==> src/hw/rtl/swin_pkg.sv <==
package swin_pkg;

	localparam int SEQ_W       = 16;
	localparam int WIN_CFG_W   = 5;
	localparam int MAX_RESULTS = 16;
	localparam int CNT_W       = $clog2(MAX_RESULTS + 1);

	typedef logic [SEQ_W-1:0]     seq_t;
	typedef logic [CNT_W-1:0]     cnt_t;
	typedef logic [WIN_CFG_W-1:0] win_cfg_t;
	typedef logic [1:0]           mode_t;
	typedef logic [2:0]           kind_t;
	typedef logic                 reg_index_t;

	localparam mode_t MODE_SEND   = 2'd0;
	localparam mode_t MODE_ACK    = 2'd1;
	localparam mode_t MODE_TICK   = 2'd2;
	localparam mode_t MODE_UNUSED = 2'd3;

	localparam kind_t KIND_NEW     = 3'd0;
	localparam kind_t KIND_RESEND  = 3'd1;
	localparam kind_t KIND_ACK_OK  = 3'd2;
	localparam kind_t KIND_ACK_BAD = 3'd3;
	localparam kind_t KIND_NONE    = 3'd4;

	localparam reg_index_t REG_WIN_LEN   = 1'b0;
	localparam reg_index_t REG_PKT_COUNT = 1'b1;

	localparam win_cfg_t WIN_LEN_RESET   = 5'd4;
	localparam seq_t     PKT_COUNT_RESET = 16'd16;

	typedef enum logic [3:0] {
		S_IDLE,
		S_SEND_ROOM,
		S_SEND_CNT,
		S_SEND_EMIT,
		S_ACK_CHK,
		S_ACK_ADV,
		S_TO_CNT,
		S_TO_EMIT,
		S_EMIT_ONE
	} state_t;

endpackage

==> src/hw/rtl/swin_cmd_if.sv <==
interface swin_cmd_if;
	import swin_pkg::*;

	logic  valid;
	logic  ready;
	mode_t mode;
	seq_t  ack_seq;

	modport source (output valid, output mode, output ack_seq, input ready);
	modport sink (input valid, input mode, input ack_seq, output ready);

endinterface

==> src/hw/rtl/swin_res_if.sv <==
interface swin_res_if;
	import swin_pkg::*;

	logic  valid;
	logic  ready;
	seq_t  seq;
	kind_t kind;
	seq_t  window_base;
	seq_t  next_number;
	logic  done_res;
	logic  last;

	modport source (
		output valid, output seq, output kind, output window_base,
		output next_number, output done_res, output last, input ready
	);
	modport sink (
		input valid, input seq, input kind, input window_base,
		input next_number, input done_res, input last, output ready
	);

endinterface

==> src/hw/rtl/sliding_window_sender_top.sv <==
// channel  | dir | handshake     | payload
// cmd      | in  | valid/ready   | mode, ack_seq
// res      | out | valid/ready   | seq, kind, window_base, next_number, done_res, last
// cfg      | in  | wr_en only    | wr_index, wr_data (0 window length, 1 packet count)
//
// one command at a time; cmd.ready is high only while the sequencer is idle
// send: S_SEND_ROOM and S_SEND_CNT size the burst, then one beat per cycle unless res stalls (n new numbers)
// ack: S_ACK_CHK checks and marks, S_ACK_ADV frees each acked slot at the base, then one beat
// timeout: S_TO_CNT walks the outstanding slots to count, then S_TO_EMIT walks the window again, one slot per
//   cycle unless res stalls, while resends go out
// the slot walks reuse one pointer, ptr_q; res stalls hold the walk
// reset clears base, next and the acked map at once; no clearing pass
module sliding_window_sender_top #(
	parameter int WINDOW_MAX = 16
) (
	input  logic                 clk,
	input  logic                 arst_n,
	swin_cmd_if.sink             cmd,
	swin_res_if.source           res,
	input  logic                 wr_en,
	input  swin_pkg::reg_index_t wr_index,
	input  swin_pkg::seq_t       wr_data
);
	import swin_pkg::*;

	localparam int SW = (WINDOW_MAX > 1) ? $clog2(WINDOW_MAX) : 1;

	typedef logic [SW-1:0] slot_t;

	function automatic slot_t slot_inc(input slot_t s);
		slot_t r;
		r = (s == SW'(WINDOW_MAX - 1)) ? '0 : s + 1'b1;
		return r;
	endfunction

	state_t state_q, state_d;

	win_cfg_t win_len_q;
	seq_t     pkt_count_q;

	seq_t  base_q, next_q, ptr_q, ack_q, one_seq_q;
	slot_t base_slot_q, pslot_q;
	logic [WINDOW_MAX-1:0] acked_q;
	cnt_t  cnt_q, emit_q, room_win_q, room_tot_q;
	kind_t one_kind_q;

	logic  res_valid_q, res_done_q, res_last_q;
	seq_t  res_seq_q, res_base_q, res_next_q;
	kind_t res_kind_q;

	logic  out_free, out_load, out_last_d;
	seq_t  out_seq_d;
	kind_t out_kind_d;

	// window room and packet room, both capped at one burst
	logic [SEQ_W:0] win_ext, lim, room_win_x, room_tot_x;
	cnt_t send_cnt;
	always_comb begin
		win_ext = ({{(SEQ_W + 1 - WIN_CFG_W){1'b0}}, win_len_q} > (SEQ_W + 1)'(WINDOW_MAX))
			? (SEQ_W + 1)'(WINDOW_MAX) : {{(SEQ_W + 1 - WIN_CFG_W){1'b0}}, win_len_q};
		lim = {1'b0, base_q} + win_ext;
		room_win_x = (lim > {1'b0, next_q}) ? lim - {1'b0, next_q} : '0;
		room_tot_x = (pkt_count_q > next_q)
			? {1'b0, pkt_count_q} - {1'b0, next_q} : '0;
		send_cnt = (room_win_q < room_tot_q) ? room_win_q : room_tot_q;
	end

	// slot of the acked number, relative to the base slot
	seq_t             ack_off;
	logic [SW:0]      ack_sum;
	slot_t            ack_slot;
	logic             ack_in_range;
	always_comb begin
		ack_off      = ack_q - base_q;
		ack_sum      = {1'b0, base_slot_q} + {1'b0, ack_off[SW-1:0]};
		ack_slot     = (ack_sum >= (SW + 1)'(WINDOW_MAX))
			? SW'(ack_sum - (SW + 1)'(WINDOW_MAX)) : ack_sum[SW-1:0];
		ack_in_range = (ack_q >= base_q) && (ack_q < next_q);
	end

	logic ptr_live, pslot_acked, base_acked;
	assign ptr_live    = ptr_q < next_q;
	assign pslot_acked = acked_q[pslot_q];
	assign base_acked  = acked_q[base_slot_q];

	assign out_free = !res_valid_q || res.ready;

	// next state
	always_comb begin
		state_d = state_q;
		unique case (state_q)
			S_IDLE: begin
				if (cmd.valid) begin
					unique case (cmd.mode)
						MODE_SEND: state_d = S_SEND_ROOM;
						MODE_ACK:  state_d = S_ACK_CHK;
						MODE_TICK: state_d = S_TO_CNT;
						default:   state_d = S_EMIT_ONE;
					endcase
				end
			end
			S_SEND_ROOM: state_d = S_SEND_CNT;
			S_SEND_CNT:  state_d = (send_cnt == '0) ? S_EMIT_ONE : S_SEND_EMIT;
			S_SEND_EMIT: begin
				if (out_free && (emit_q + 1'b1 == cnt_q)) state_d = S_IDLE;
			end
			S_ACK_CHK: state_d = ack_in_range ? S_ACK_ADV : S_EMIT_ONE;
			S_ACK_ADV: begin
				if (!(base_q != next_q && base_acked)) state_d = S_EMIT_ONE;
			end
			S_TO_CNT: begin
				if (!ptr_live) state_d = (cnt_q == '0) ? S_EMIT_ONE : S_TO_EMIT;
			end
			S_TO_EMIT: begin
				if (!pslot_acked && out_free && (emit_q + 1'b1 == cnt_q)) state_d = S_IDLE;
			end
			S_EMIT_ONE: begin
				if (out_free) state_d = S_IDLE;
			end
			default: state_d = S_IDLE;
		endcase
	end

	// outputs of the sequencer
	always_comb begin
		cmd.ready  = 1'b0;
		out_load   = 1'b0;
		out_seq_d  = ptr_q;
		out_kind_d = KIND_NONE;
		out_last_d = 1'b0;
		unique case (state_q)
			S_IDLE: cmd.ready = 1'b1;
			S_SEND_EMIT: begin
				out_load   = out_free;
				out_kind_d = KIND_NEW;
				out_last_d = (emit_q + 1'b1 == cnt_q);
			end
			S_TO_EMIT: begin
				out_load   = out_free && !pslot_acked;
				out_kind_d = KIND_RESEND;
				out_last_d = (emit_q + 1'b1 == cnt_q);
			end
			S_EMIT_ONE: begin
				out_load   = out_free;
				out_seq_d  = one_seq_q;
				out_kind_d = one_kind_q;
				out_last_d = 1'b1;
			end
			default: ;
		endcase
	end

	always_ff @(posedge clk or negedge arst_n) begin
		if (!arst_n) begin
			state_q <= S_IDLE;
		end else begin
			state_q <= state_d;
		end
	end

	always_ff @(posedge clk or negedge arst_n) begin
		if (!arst_n) begin
			win_len_q   <= WIN_LEN_RESET;
			pkt_count_q <= PKT_COUNT_RESET;
		end else if (wr_en) begin
			unique case (wr_index)
				REG_WIN_LEN:   win_len_q   <= wr_data[WIN_CFG_W-1:0];
				REG_PKT_COUNT: pkt_count_q <= wr_data;
				default: ;
			endcase
		end
	end

	// window state and acked map
	always_ff @(posedge clk or negedge arst_n) begin
		if (!arst_n) begin
			base_q      <= '0;
			next_q      <= '0;
			base_slot_q <= '0;
			acked_q     <= '0;
		end else begin
			if (state_q == S_SEND_CNT) next_q <= next_q + SEQ_W'(send_cnt);
			if (state_q == S_ACK_CHK && ack_in_range) acked_q[ack_slot] <= 1'b1;
			if (state_q == S_ACK_ADV && base_q != next_q && base_acked) begin
				acked_q[base_slot_q] <= 1'b0;
				base_q               <= base_q + 1'b1;
				base_slot_q          <= slot_inc(base_slot_q);
			end
		end
	end

	// walk pointer and counters
	always_ff @(posedge clk) begin
		unique case (state_q)
			S_IDLE: begin
				ack_q      <= cmd.ack_seq;
				ptr_q      <= base_q;
				pslot_q    <= base_slot_q;
				cnt_q      <= '0;
				emit_q     <= '0;
				one_seq_q  <= '0;
				one_kind_q <= KIND_NONE;
			end
			S_SEND_ROOM: begin
				room_win_q <= (room_win_x > (SEQ_W + 1)'(MAX_RESULTS))
					? CNT_W'(MAX_RESULTS) : room_win_x[CNT_W-1:0];
				room_tot_q <= (room_tot_x > (SEQ_W + 1)'(MAX_RESULTS))
					? CNT_W'(MAX_RESULTS) : room_tot_x[CNT_W-1:0];
			end
			S_SEND_CNT: begin
				cnt_q <= send_cnt;
				ptr_q <= next_q;
			end
			S_SEND_EMIT: begin
				if (out_free) begin
					ptr_q  <= ptr_q + 1'b1;
					emit_q <= emit_q + 1'b1;
				end
			end
			S_ACK_CHK: begin
				one_seq_q  <= ack_q;
				one_kind_q <= ack_in_range ? KIND_ACK_OK : KIND_ACK_BAD;
			end
			S_TO_CNT: begin
				if (ptr_live) begin
					if (!pslot_acked && cnt_q != CNT_W'(MAX_RESULTS)) cnt_q <= cnt_q + 1'b1;
					ptr_q   <= ptr_q + 1'b1;
					pslot_q <= slot_inc(pslot_q);
				end else begin
					ptr_q   <= base_q;
					pslot_q <= base_slot_q;
				end
			end
			S_TO_EMIT: begin
				if (pslot_acked || out_free) begin
					ptr_q   <= ptr_q + 1'b1;
					pslot_q <= slot_inc(pslot_q);
				end
				if (out_load) emit_q <= emit_q + 1'b1;
			end
			default: ;
		endcase
	end

	// output register
	always_ff @(posedge clk or negedge arst_n) begin
		if (!arst_n) begin
			res_valid_q <= 1'b0;
		end else if (out_load) begin
			res_valid_q <= 1'b1;
		end else if (res.ready) begin
			res_valid_q <= 1'b0;
		end
	end

	always_ff @(posedge clk) begin
		if (out_load) begin
			res_seq_q  <= out_seq_d;
			res_kind_q <= out_kind_d;
			res_base_q <= base_q;
			res_next_q <= next_q;
			res_done_q <= base_q >= pkt_count_q;
			res_last_q <= out_last_d;
		end
	end

	assign res.valid       = res_valid_q;
	assign res.seq         = res_seq_q;
	assign res.kind        = res_kind_q;
	assign res.window_base = res_base_q;
	assign res.next_number = res_next_q;
	assign res.done_res    = res_done_q;
	assign res.last        = res_last_q;

	a_base_le_next: assert property (@(posedge clk) disable iff (!arst_n)
		base_q <= next_q)
		else $error("window base passed next number");

	a_outstanding: assert property (@(posedge clk) disable iff (!arst_n)
		({1'b0, next_q} - {1'b0, base_q}) <= (SEQ_W + 1)'(WINDOW_MAX))
		else $error("more numbers outstanding than slots");

	a_base_slot_clear: assert property (@(posedge clk) disable iff (!arst_n)
		(state_q == S_IDLE && base_q != next_q) |-> !acked_q[base_slot_q])
		else $error("base slot still acked while idle");

	a_resend_count: assert property (@(posedge clk) disable iff (!arst_n)
		(state_q == S_TO_EMIT || state_q == S_SEND_EMIT) |-> (emit_q < cnt_q))
		else $error("more beats emitted than counted");

	a_no_load_stall: assert property (@(posedge clk) disable iff (!arst_n)
		(res_valid_q && !res.ready) |-> !out_load)
		else $error("result overwritten while stalled");

endmodule

==> src/flat_wrapper.sv <==
// flat-port wrapper written by rule: the top's interface ports become plain ports
module sliding_window_sender_top_flat import swin_pkg::*;
#(
	parameter int WINDOW_MAX = 16
)
  (clk, arst_n, wr_en, wr_index, wr_data, cmd_valid, cmd_mode, cmd_ack_seq, cmd_ready, res_valid, res_seq, res_kind, res_window_base, res_next_number, res_done_res, res_last, res_ready);
  swin_cmd_if cmd_i ();
  swin_res_if res_i ();
  input  logic clk;
  input  logic arst_n;
  input  logic wr_en;
  input  swin_pkg::reg_index_t wr_index;
  input  swin_pkg::seq_t wr_data;
  input wire logic [$bits(cmd_i.valid)-1:0] cmd_valid;
  input wire logic [$bits(cmd_i.mode)-1:0] cmd_mode;
  input wire logic [$bits(cmd_i.ack_seq)-1:0] cmd_ack_seq;
  output wire logic [$bits(cmd_i.ready)-1:0] cmd_ready;
  output wire logic [$bits(res_i.valid)-1:0] res_valid;
  output wire logic [$bits(res_i.seq)-1:0] res_seq;
  output wire logic [$bits(res_i.kind)-1:0] res_kind;
  output wire logic [$bits(res_i.window_base)-1:0] res_window_base;
  output wire logic [$bits(res_i.next_number)-1:0] res_next_number;
  output wire logic [$bits(res_i.done_res)-1:0] res_done_res;
  output wire logic [$bits(res_i.last)-1:0] res_last;
  input wire logic [$bits(res_i.ready)-1:0] res_ready;
  assign cmd_i.valid = cmd_valid;
  assign cmd_i.mode = cmd_mode;
  assign cmd_i.ack_seq = cmd_ack_seq;
  assign cmd_ready = cmd_i.ready;
  assign res_valid = res_i.valid;
  assign res_seq = res_i.seq;
  assign res_kind = res_i.kind;
  assign res_window_base = res_i.window_base;
  assign res_next_number = res_i.next_number;
  assign res_done_res = res_i.done_res;
  assign res_last = res_i.last;
  assign res_i.ready = res_ready;
  sliding_window_sender_top #(.WINDOW_MAX(WINDOW_MAX)) u_core (.clk(clk), .arst_n(arst_n), .cmd(cmd_i), .res(res_i), .wr_en(wr_en), .wr_index(wr_index), .wr_data(wr_data));
endmodule
==> config.mk <==
export PLATFORM = sky130hd
export DESIGN_NAME = sliding_window_sender_top_flat
export DESIGN_NICKNAME = d
export VERILOG_FILES = /design/src/hw/rtl/swin_pkg.sv /design/src/hw/rtl/swin_cmd_if.sv /design/src/hw/rtl/swin_res_if.sv /design/src/hw/rtl/sliding_window_sender_top.sv /design/src/flat_wrapper.sv
export SDC_FILE = /design/constraint.sdc
export NUM_CORES = 1
export LEC_CHECK = 0
export BUFFER_PORTS_ARGS = -buffer_cell sky130_fd_sc_hd__buf_2
export CORE_MARGIN = 1.5
export CORE_UTILIZATION = 62
export DETAILED_ROUTE_END_ITERATION = 8
export PLACE_DENSITY = 0.85
export SLEW_MARGIN = 20
export SYNTH_ARGS = -nofsm -noshare
export SYNTH_HDL_FRONTEND = slang
export SYNTH_SLANG_ARGS = --single-unit
==> constraint.sdc <==
create_clock -name clk -period 5.8 [get_ports clk]
set_clock_uncertainty 0.1 [all_clocks]
set_input_delay 0.87 -clock clk [delete_from_list [all_inputs] [get_ports clk]]
set_output_delay 0.87 -clock clk [all_outputs]
set_load 0.05 [all_outputs]
### Word level (Yosys, flattened, before mapping)

Index checks and enable logic that the tools add are counted.

* register bits after elaboration: 206
* bits of input ports: 40
* output and inout port bits: 55
* logic and storage cells: 167

* add/subtract/negate cells: 13
* $lt $le $gt $ge: 16
* equal/unequal tests: 26
* muxes and demuxes: 51
* bitwise logic cells: 4
* reduce and logical (&&, ||, !) cells: 34

Operator list (count)
* $mux 16: 6
* $pmux 16 s5: 1
* $mux 4: 14
* $pmux 4 s9: 1
* $gt 17x5->1 const B: 2
* $mux 17: 2
* $add 16x1->16 const B: 2
* $ge 16x16->1: 2
* $lt 16x16->1: 2
* $pmux 16 s2: 1
* $mux 5: 6
* $pmux 5 s3: 2
* $pmux 4 s3: 2
* $add 16x5->17: 1
* $gt 17x16->1: 1
* $sub 16x16->17: 1
* $sub 17x16->17: 1
* $add 16x5->16: 1
* $and 16x16->16: 1
* $eq 4x3->1 const B: 4
* $gt 16x16->1: 1
* $ne 16x16->1: 1
* $ne 2x1->1 const B: 8
* $not 16->16: 1
* 39 further kinds: 80

### Depth between registers and ports, before layout

Gate-level depths: netlist (run 1).

* word-level depth: 12
* depth in mapped cells: 20
* depth with buffers taken out: 18

### Worst setup path after synthesis (run 1)

No wires, ideal clock.

* path type: register to register
* start: reg u_core.pslot_q[0]
* end: reg u_core.res_done_q (netlist: u_core.res.done_res), enable pin
* library setup time: 464 ps
* data arrival time: 3841 ps
* required time: 5236 ps
* setup slack: 1395 ps
* cell stages (with the launch flop): 7
* path buffers: 1
* clock period less this slack: 4405 ps
* cell sequence: edfxtp_1 > buf_2 > mux4_2 > a22oi_1 > nand2_1 > o22a_1 > nor2_1

* longest elaborated chain between the ends: 5

Ends and longest elaborated chain
* start, declared: RTL line sliding_window_sender_top.sv:42 `slot_t base_slot_q, pslot_q;`
* start signal, assigned: RTL line sliding_window_sender_top.sv:198 `pslot_q <= base_slot_q;`
* start signal, assigned: RTL line sliding_window_sender_top.sv:228 `pslot_q <= slot_inc(pslot_q);`
* start signal, assigned: RTL line sliding_window_sender_top.sv:231 `pslot_q <= base_slot_q;`
* $bmux 1 s4: RTL line sliding_window_sender_top.sv:83 `assign pslot_acked = acked_q[pslot_q];`
* $mux 1 (not written as such): RTL line sliding_window_sender_top.sv:83
* $logic_not 1->1: RTL line sliding_window_sender_top.sv:139 `out_load = out_free && !pslot_acked;`
* $logic_and 1x1->1: RTL line sliding_window_sender_top.sv:139
* $pmux 1 s2: RTL line sliding_window_sender_top.sv:131 `unique case (state_q)`
* net u_core.out_load: RTL line sliding_window_sender_top.sv:51 `logic out_free, out_load, out_last_d;`
* end signal, assigned: RTL line sliding_window_sender_top.sv:262 `res_done_q <= base_q >= pkt_count_q;`
* end, declared: RTL line sliding_window_sender_top.sv:47 `logic res_valid_q, res_done_q, res_last_q;`

The timed path passes the listed nets, and every way through them passes these cells. The select of a mux whose other input is x is not followed.
A chain may end at the register's enable or synchronous reset.

### Worst setup path in the final report (run 1)

* start: reg u_core.base_q[0]
* end: reg u_core.room_win_q[4], data pin

* longest elaborated chain between the ends: 4
* elaborated cells on any way between the ends: 5
* those cells by class: add/sub (2); order compare (2); mux (1)

Ends and longest elaborated chain
* start, declared: RTL line sliding_window_sender_top.sv:41 `seq_t base_q, next_q, ptr_q, ack_q, one_seq_q;`
* start signal, assigned: RTL line sliding_window_sender_top.sv:186 `base_q <= base_q + 1'b1;`
* $add 16x5->17 (*): RTL line sliding_window_sender_top.sv:61 `lim = {1'b0, base_q} + win_ext;`
* $sub 17x16->17 or $gt 17x16->1 (tied branches): RTL line sliding_window_sender_top.sv:62 `room_win_x = (lim > {1'b0, next_q}) ? lim - {1'b0, next_q} : '0;`
* $mux 17 (*): RTL line sliding_window_sender_top.sv:62
* $gt 17x5->1: RTL line sliding_window_sender_top.sv:205 `room_win_q <= (room_win_x > (SEQ_W + 1)'(MAX_RESULTS))`
* end signal, assigned: RTL line sliding_window_sender_top.sv:205
* end, declared: RTL line sliding_window_sender_top.sv:44 `cnt_t cnt_q, emit_q, room_win_q, room_tot_q;`

Every way passes the cells marked *; elsewhere a longest branch is shown, timed or not.

==> results of run 1 <==
==> per-layer routing <==
metal	up-vias	GRT usage, %	routed length [um]
met5	-	0	0
met4	0	15.0	1820
met3	113	5.52	3240
met2	602	51.6	16500
met1	5260	44.3	15100
li1	5029	-	-
==> cell usage after synthesis (13+ instances only) <==
cell       instances  area share [%]
xnor2_1           66             4.3
and3_1            26             1.2
a2bb2oi_1         16             1.0
a21oi_1           74             2.7
a21o_1            34             1.9
clkbuf_1          24            0.67
a221o_1           16             1.2
nand2_1          124             3.4
inv_1             96             2.7
xor2_1            36             2.3
nand4_1           21            0.97
mux2_2            31             2.6
ha_1             124              11
nor2b_1           13            0.60
edfxtp_1         128              28
nand2b_1          16            0.74
o21ai_0           46             1.7
nand3_1           44             1.6
nor3_1            20            0.74
dfrtp_1           76              14
nor4_1            33             1.5
nor2_1            76             2.1
==> kinds of logic (layout without fill, tap and decap cells) <==
family,count (synthesis),count (layout),synth area share (%)
AO/OA/AOI/OAI,277,277,13.9
XOR/XNOR,103,103,6.78
adder cells (fa/ha/maj),130,130,12.4
buffers and inverters,135,242,3.96
flip-flops,206,206,42.9
multiplexers,48,48,4.64
AND/OR/NAND/NOR,417,417,15.5
==> stage by stage <==
step | setup slack [ns] | total power (uW) | std cells | area, um^2
floorplan | 1.40 | 4960 | 1316 | 13500
global placement | 1.22 | 5780 | 1655 | 14200
detailed placement | 1.07 | 5920 | 1655 | 14200
CTS | 1.02 | 7490 | 1697 | 15100
global route | 0.690 | 7970 | 1698 | 15100
finish | 0.953 | 7570 | 1698 | 15100
==> worst paths after layout <==
| check | cells past startpoint | slack, ns | end |
|---|---|---|---|
| worst max-delay path | 16 | 0.95 | u_core.room_win_q[4] |
| worst min-delay path | 1 | 0.17 | u_core.win_len_q[1] |
| worst max register to register | 16 | 0.95 | u_core.room_win_q[4] |
| worst min register to register | 2 | 0.41 | u_core.res.seq[10] |
| max in group asynchronous | 2 | 4.39 | u_core.base_q[9] |
| min in group clk | 2 | 0.41 | u_core.res.seq[10] |
==> report_power, final <==
part           switching [uW]  internal, uW  leakage (uW)  total [uW]
logic                    2230          1190       0.00393        3420
registers                 439          2160       0.00228        2600
clock network             601           945      0.000393        1550
==> final cells by class <==
class	count	area (um^2)	share of cell area, %
multi-input cells	975	7210	47.8
inverters	97	364	2.41
repair buffers	103	561	3.72
flip-flops and latches	206	5800	38.4
clock buffers	35	681	4.51
well taps	275	344	2.28
clock inverters	7	123	0.813
==> flow_metrics.tcl, run 1 <==
set metrics [dict create \
    htreeDepth 1 \
    drc 0 \
    path_buf_inv 2 \
    vias 11000 \
    routed_via_density 6.48 \
    final_common_cell "edfxtp_1" \
    drv_slew 0 \
    period_share_pct 83.6 \
    drt_wl_total_um 36700 \
    drt_iter0_drc 1129 \
    yosysSeqAreaShare_pct 42.9 \
    nets 1576 \
    syn_nets 1486 \
    grt_overflow 0 \
    finalHoldViolations 0 \
    r2r-start "u_core.base_q[0]" \
    first_pass_iters 5 \
    netlist_instances 1316 \
    critPathArrivalTime_ns 5.02 \
    synthFlopType "edfxtp_1" \
    antenna_found_initial 0 \
    fill_cells 1549 \
    crit_path_top_delay_cell "dfrtp_1" \
    clk_root_buffer_cell "clkbuf_16" \
    avgSynthCellArea_um2 10.3 \
    critPathCaptureType "register" \
    netlist_area_um2 13500 \
    die_w_um 151 \
    antenna_cells 0 \
    pin_count 95 \
    port_buffers 94 \
    relSlewSlack_pct 45.2 \
    yosys_warnings 0 \
    critPathMaxStageDelay_ns 0.56 \
    synth_edf_count 128 \
    powerDensity_nw_per_um2 502 \
    critical_path_class "reg -> reg" \
    insertion_delay_ns 0.53 \
    start_util_pct 63.7 \
    critPathTopFamily "compound AO/OA/AOI/OAI gates" \
    dp_hpwl_um 27500 \
    leakagePower_uw 0.00660 \
    hold_path.class "in -> async" \
    cts_hold_buf 0 \
    drive_gt1_share_pct 14.1 \
    cts_buffer_depth 3 \
    dieArea_um2 22700 \
    coreArea_um2 21200 \
    cts_sinks 206 \
    finalSetupViolCount 0 \
    grt_pass1_vias 10800 \
    synth_seq_cells 206 \
    period_minus_slack_ns 4.85 \
    fin_util_pct 71.1 \
    cts_tree "done" \
    clkTransAtPathRegs_ns 0.06 \
    numCtsBuffers 23 \
    synthArstFlopShare_pct 37.9 \
    tightestPinTransition_ns 0.819 \
    gr-usage-all-layers_pct 32.7 \
    tns_ns 0 \
    required_ns 5.98 \
    cp_max_fo 9 \
    fmax_mhz 206 \
    irDropWorstVdd_v 0.000247 \
    status "complete, no violations" \
    critPathLaunchType "register" \
    layout_common_cells "128 x edfxtp_1, 124 x nand2_1, 124 x ha_1" \
    post_drt_wl_per_cell_um 21.6 \
    grt_max_degree 51 \
    ctsResizeCount 0 \
    cap_viol_max_count 0 \
    place_congestion 0.957 \
    rsz0062_at_grt "no" \
    ant_nets 0 \
    num_rows 53 \
    critPathLaunch "u_core.base_q[0]" \
    path_cells "ha_1 -> inv_1 -> fa_1 -> nor2b_1 -> o31ai_1 -> a21oi_1 -> nand3_1 -> xnor2_1 -> ha_1 -> nand2_1 -> nor2_1 -> o2111ai_1 -> a22o_1 -> a211oi_1 -> inv_1 -> o31a_1" \
    die_h_um 151 \
    grt_pass1_wl_um 56700 \
    fin_hold_ws_ns 0.170 \
    synth_cell_types 80 \
    area_growth_pct 11.5 \
    postCtsSetupBuffers 0 \
]
(Power assumes the default switching activity.)
==> run 2, diff against run 1 <==
Clock period 5.8 ns to 4.9 ns, I/O delays scaled along.
==> run 2 against run 1 <==
Net effect: clock-buffer cell count shrank 1; die area is the same; design area grew 0.46%; core utilization grew 0.33 points; fmax grew 3.7%; routed wire length is essentially flat; via count grew 0.36%; sequential power grew 18%; first-iteration DRC count shrank 8.4%; clock power grew 15%; critical endpoint unchanged; largest cell class unchanged; highest routed layer unchanged.
==> flow_metrics.tcl, run 2 (synthesis gave the netlist of run 1 again) <==
set metrics [dict create \
    fill_cells 1529 \
    drive_gt1_share_pct 14.9 \
    dpl_cell_area_um2 14300 \
    insertion_delay_ns 0.53 \
    dieArea_um2 22700 \
    cts_buffer_depth 3 \
    swShare_pct 43.3 \
    irDropWorstVdd_v 0.000327 \
    vias 11000 \
    critical_path_class "reg -> reg" \
    cap_viol_max_count 0 \
    cp_max_fo 8 \
    dp.cells 1668 \
    place_congestion 0.931 \
    num_rows 53 \
    numCtsBuffers 24 \
    antenna_found_initial 0 \
    clkTransAtPathRegs_ns 0.06 \
    critPathMaxStageDelay_ns 0.43 \
    required_ns 5.06 \
    design_area_um2 15200 \
    period_minus_slack_ns 4.68 \
    dp_hpwl_um 27900 \
    rsz0062_at_grt "no" \
    final_cells 1713 \
    first_pass_iters 5 \
    critPathCaptureType "register" \
    drc 0 \
    leakagePower_uw 0.00666 \
    combPwrFrac_pct 45.4 \
    final_common_cell "edfxtp_1" \
    critPathLaunchType "register" \
    grt_max_degree 67 \
    clk_root_buffer_cell "clkbuf_16" \
    grt_pass1_vias 10700 \
    start_util_pct 63.7 \
    relSlewSlack_pct 38.8 \
    hold_path.class "in -> reg" \
    period_share_pct 95.4 \
    htreeDepth 1 \
    drt_iter0_drc 1034 \
    die_w_um 151 \
    clkPwrFrac_pct 20.1 \
    port_buffers 94 \
    grt_pass1_wl_um 56800 \
    pin_count 95 \
    drt_wl_total_um 36600 \
    tns_ns 0 \
    drv_slew 0 \
    powerDensity_nw_per_um2 587 \
    area_growth_pct 12.0 \
    coreArea_um2 21200 \
    antenna_cells 0 \
    finalHoldViolations 0 \
    cp_common_cell "a21oi_1" \
    path_cells "nand2b_1 -> inv_1 -> ha_1 -> a21o_1 -> a21oi_1 -> o21bai_1 -> a21oi_1 -> or3_1 -> nor2_1 -> xnor2_1 -> ha_1 -> a21oi_1 -> buf_4 -> o21a_1 -> or3_1 -> o211ai_1 -> xor2_1 -> nand4_1 -> o31a_1" \
    path_buf_inv 2 \
    die_h_um 151 \
    critPathTopFamily "compound AO/OA/AOI/OAI gates" \
    critPathArrivalTime_ns 4.83 \
    layout_common_cells "128 x edfxtp_1, 124 x nand2_1, 124 x ha_1" \
    p_sw_uw 3850 \
    fmax_mhz 214 \
    finalSetupViolCount 0 \
    cts_tree "done" \
    routed_via_density 6.45 \
    fin_hold_ws_ns 0.277 \
    cts_sinks 206 \
    ant_nets 0 \
    nets 1590 \
    seqPwrFrac_pct 34.5 \
    gr-usage-all-layers_pct 32.5 \
    status "complete, no violations" \
    crit_path_top_delay_cell "dfrtp_1" \
    post_drt_wl_per_cell_um 21.4 \
    grt_overflow 0 \
    tightestPinTransition_ns 0.918 \
    p_int_uw 5040 \
]
run 2: routing by layer:
layer / vias to the layer above / GRT usage (%) / share of wire [%]
met1: 5291 / 43.4 / 41
met3: 91 / 5.27 / 8.8
met2: 596 / 53.1 / 47
met4: 0 / 13.3 / 3.9
li1: 5066 / - / -
met5: - / 0 / 0
run 2: final timing paths:
path / start / to / slack, ns / depth (start not counted)
max in group asynchronous: arst_n / u_core.base_q[7] / 3.04 / 3
worst min register to register: u_core.one_seq_q[13] / u_core.res.seq[13] / 0.41 / 2
worst min-delay path: cmd_ack_seq[10] / u_core.ack_q[10] / 0.28 / 1
worst max-delay path: u_core.win_len_q[4] / u_core.room_win_q[4] / 0.22 / 19
min in group asynchronous: arst_n / u_core.acked_q[8] / 0.50 / 2
worst max register to register: u_core.win_len_q[4] / u_core.room_win_q[4] / 0.22 / 19
run 2: power groups by stage:
stage          sequential, uW  clock [uW]  combinational [uW]
6_report                 3070        1790                4030
5_1_grt                  3120        1870                4370
4_1_cts                  3050        1800                3970
3_5_place_dp             3070           0                3950
3_3_place_gp             3040           0                3820
2_1_floorplan            3380           0                2490
run 2: metrics by stage:
stage	util, %	power (uW)	worst slack, ns
after CTS	71.4	8820	0.268
after floorplan	-	5870	0.495
after global routing	71.4	9370	0.00740
after detailed placement	67.6	7020	0.317
final	71.4	8890	0.223
after global placement	67.6	6870	0.391
run 2: worst reg2reg max path: stages (launching register included):
cell	delay [ns]
dfrtp_1	0.43
nand2b_1	0.18
inv_1	0.06
ha_1	0.28
a21o_1	0.17
a21oi_1	0.23
o21bai_1	0.09
a21oi_1	0.21
or3_1	0.32
nor2_1	0.11
xnor2_1	0.14
ha_1	0.41
a21oi_1	0.17
buf_4	0.18
o21a_1	0.19
or3_1	0.31
o211ai_1	0.12
xor2_1	0.17
nand4_1	0.23
o31a_1	0.31
run 2: final cells by class:
class / instances / area, um^2 / area share [%]
Clock buffer: 34 / 678 / 4.48
Multi-Input combinational cell: 975 / 7210 / 47.6
Timing Repair Buffer: 116 / 641 / 4.23
Clock inverter: 10 / 118 / 0.776
Sequential cell: 206 / 5800 / 38.3
Tap cell: 275 / 344 / 2.27
Inverter: 97 / 364 / 2.40
run 2: what timing repair did:
action / in CTS / in global routing
buffers inserted: 0 / 0
endpoints found under the hold margin: 12 / 0
hold buffers: 1 / 0
resized for setup: 0 / 0
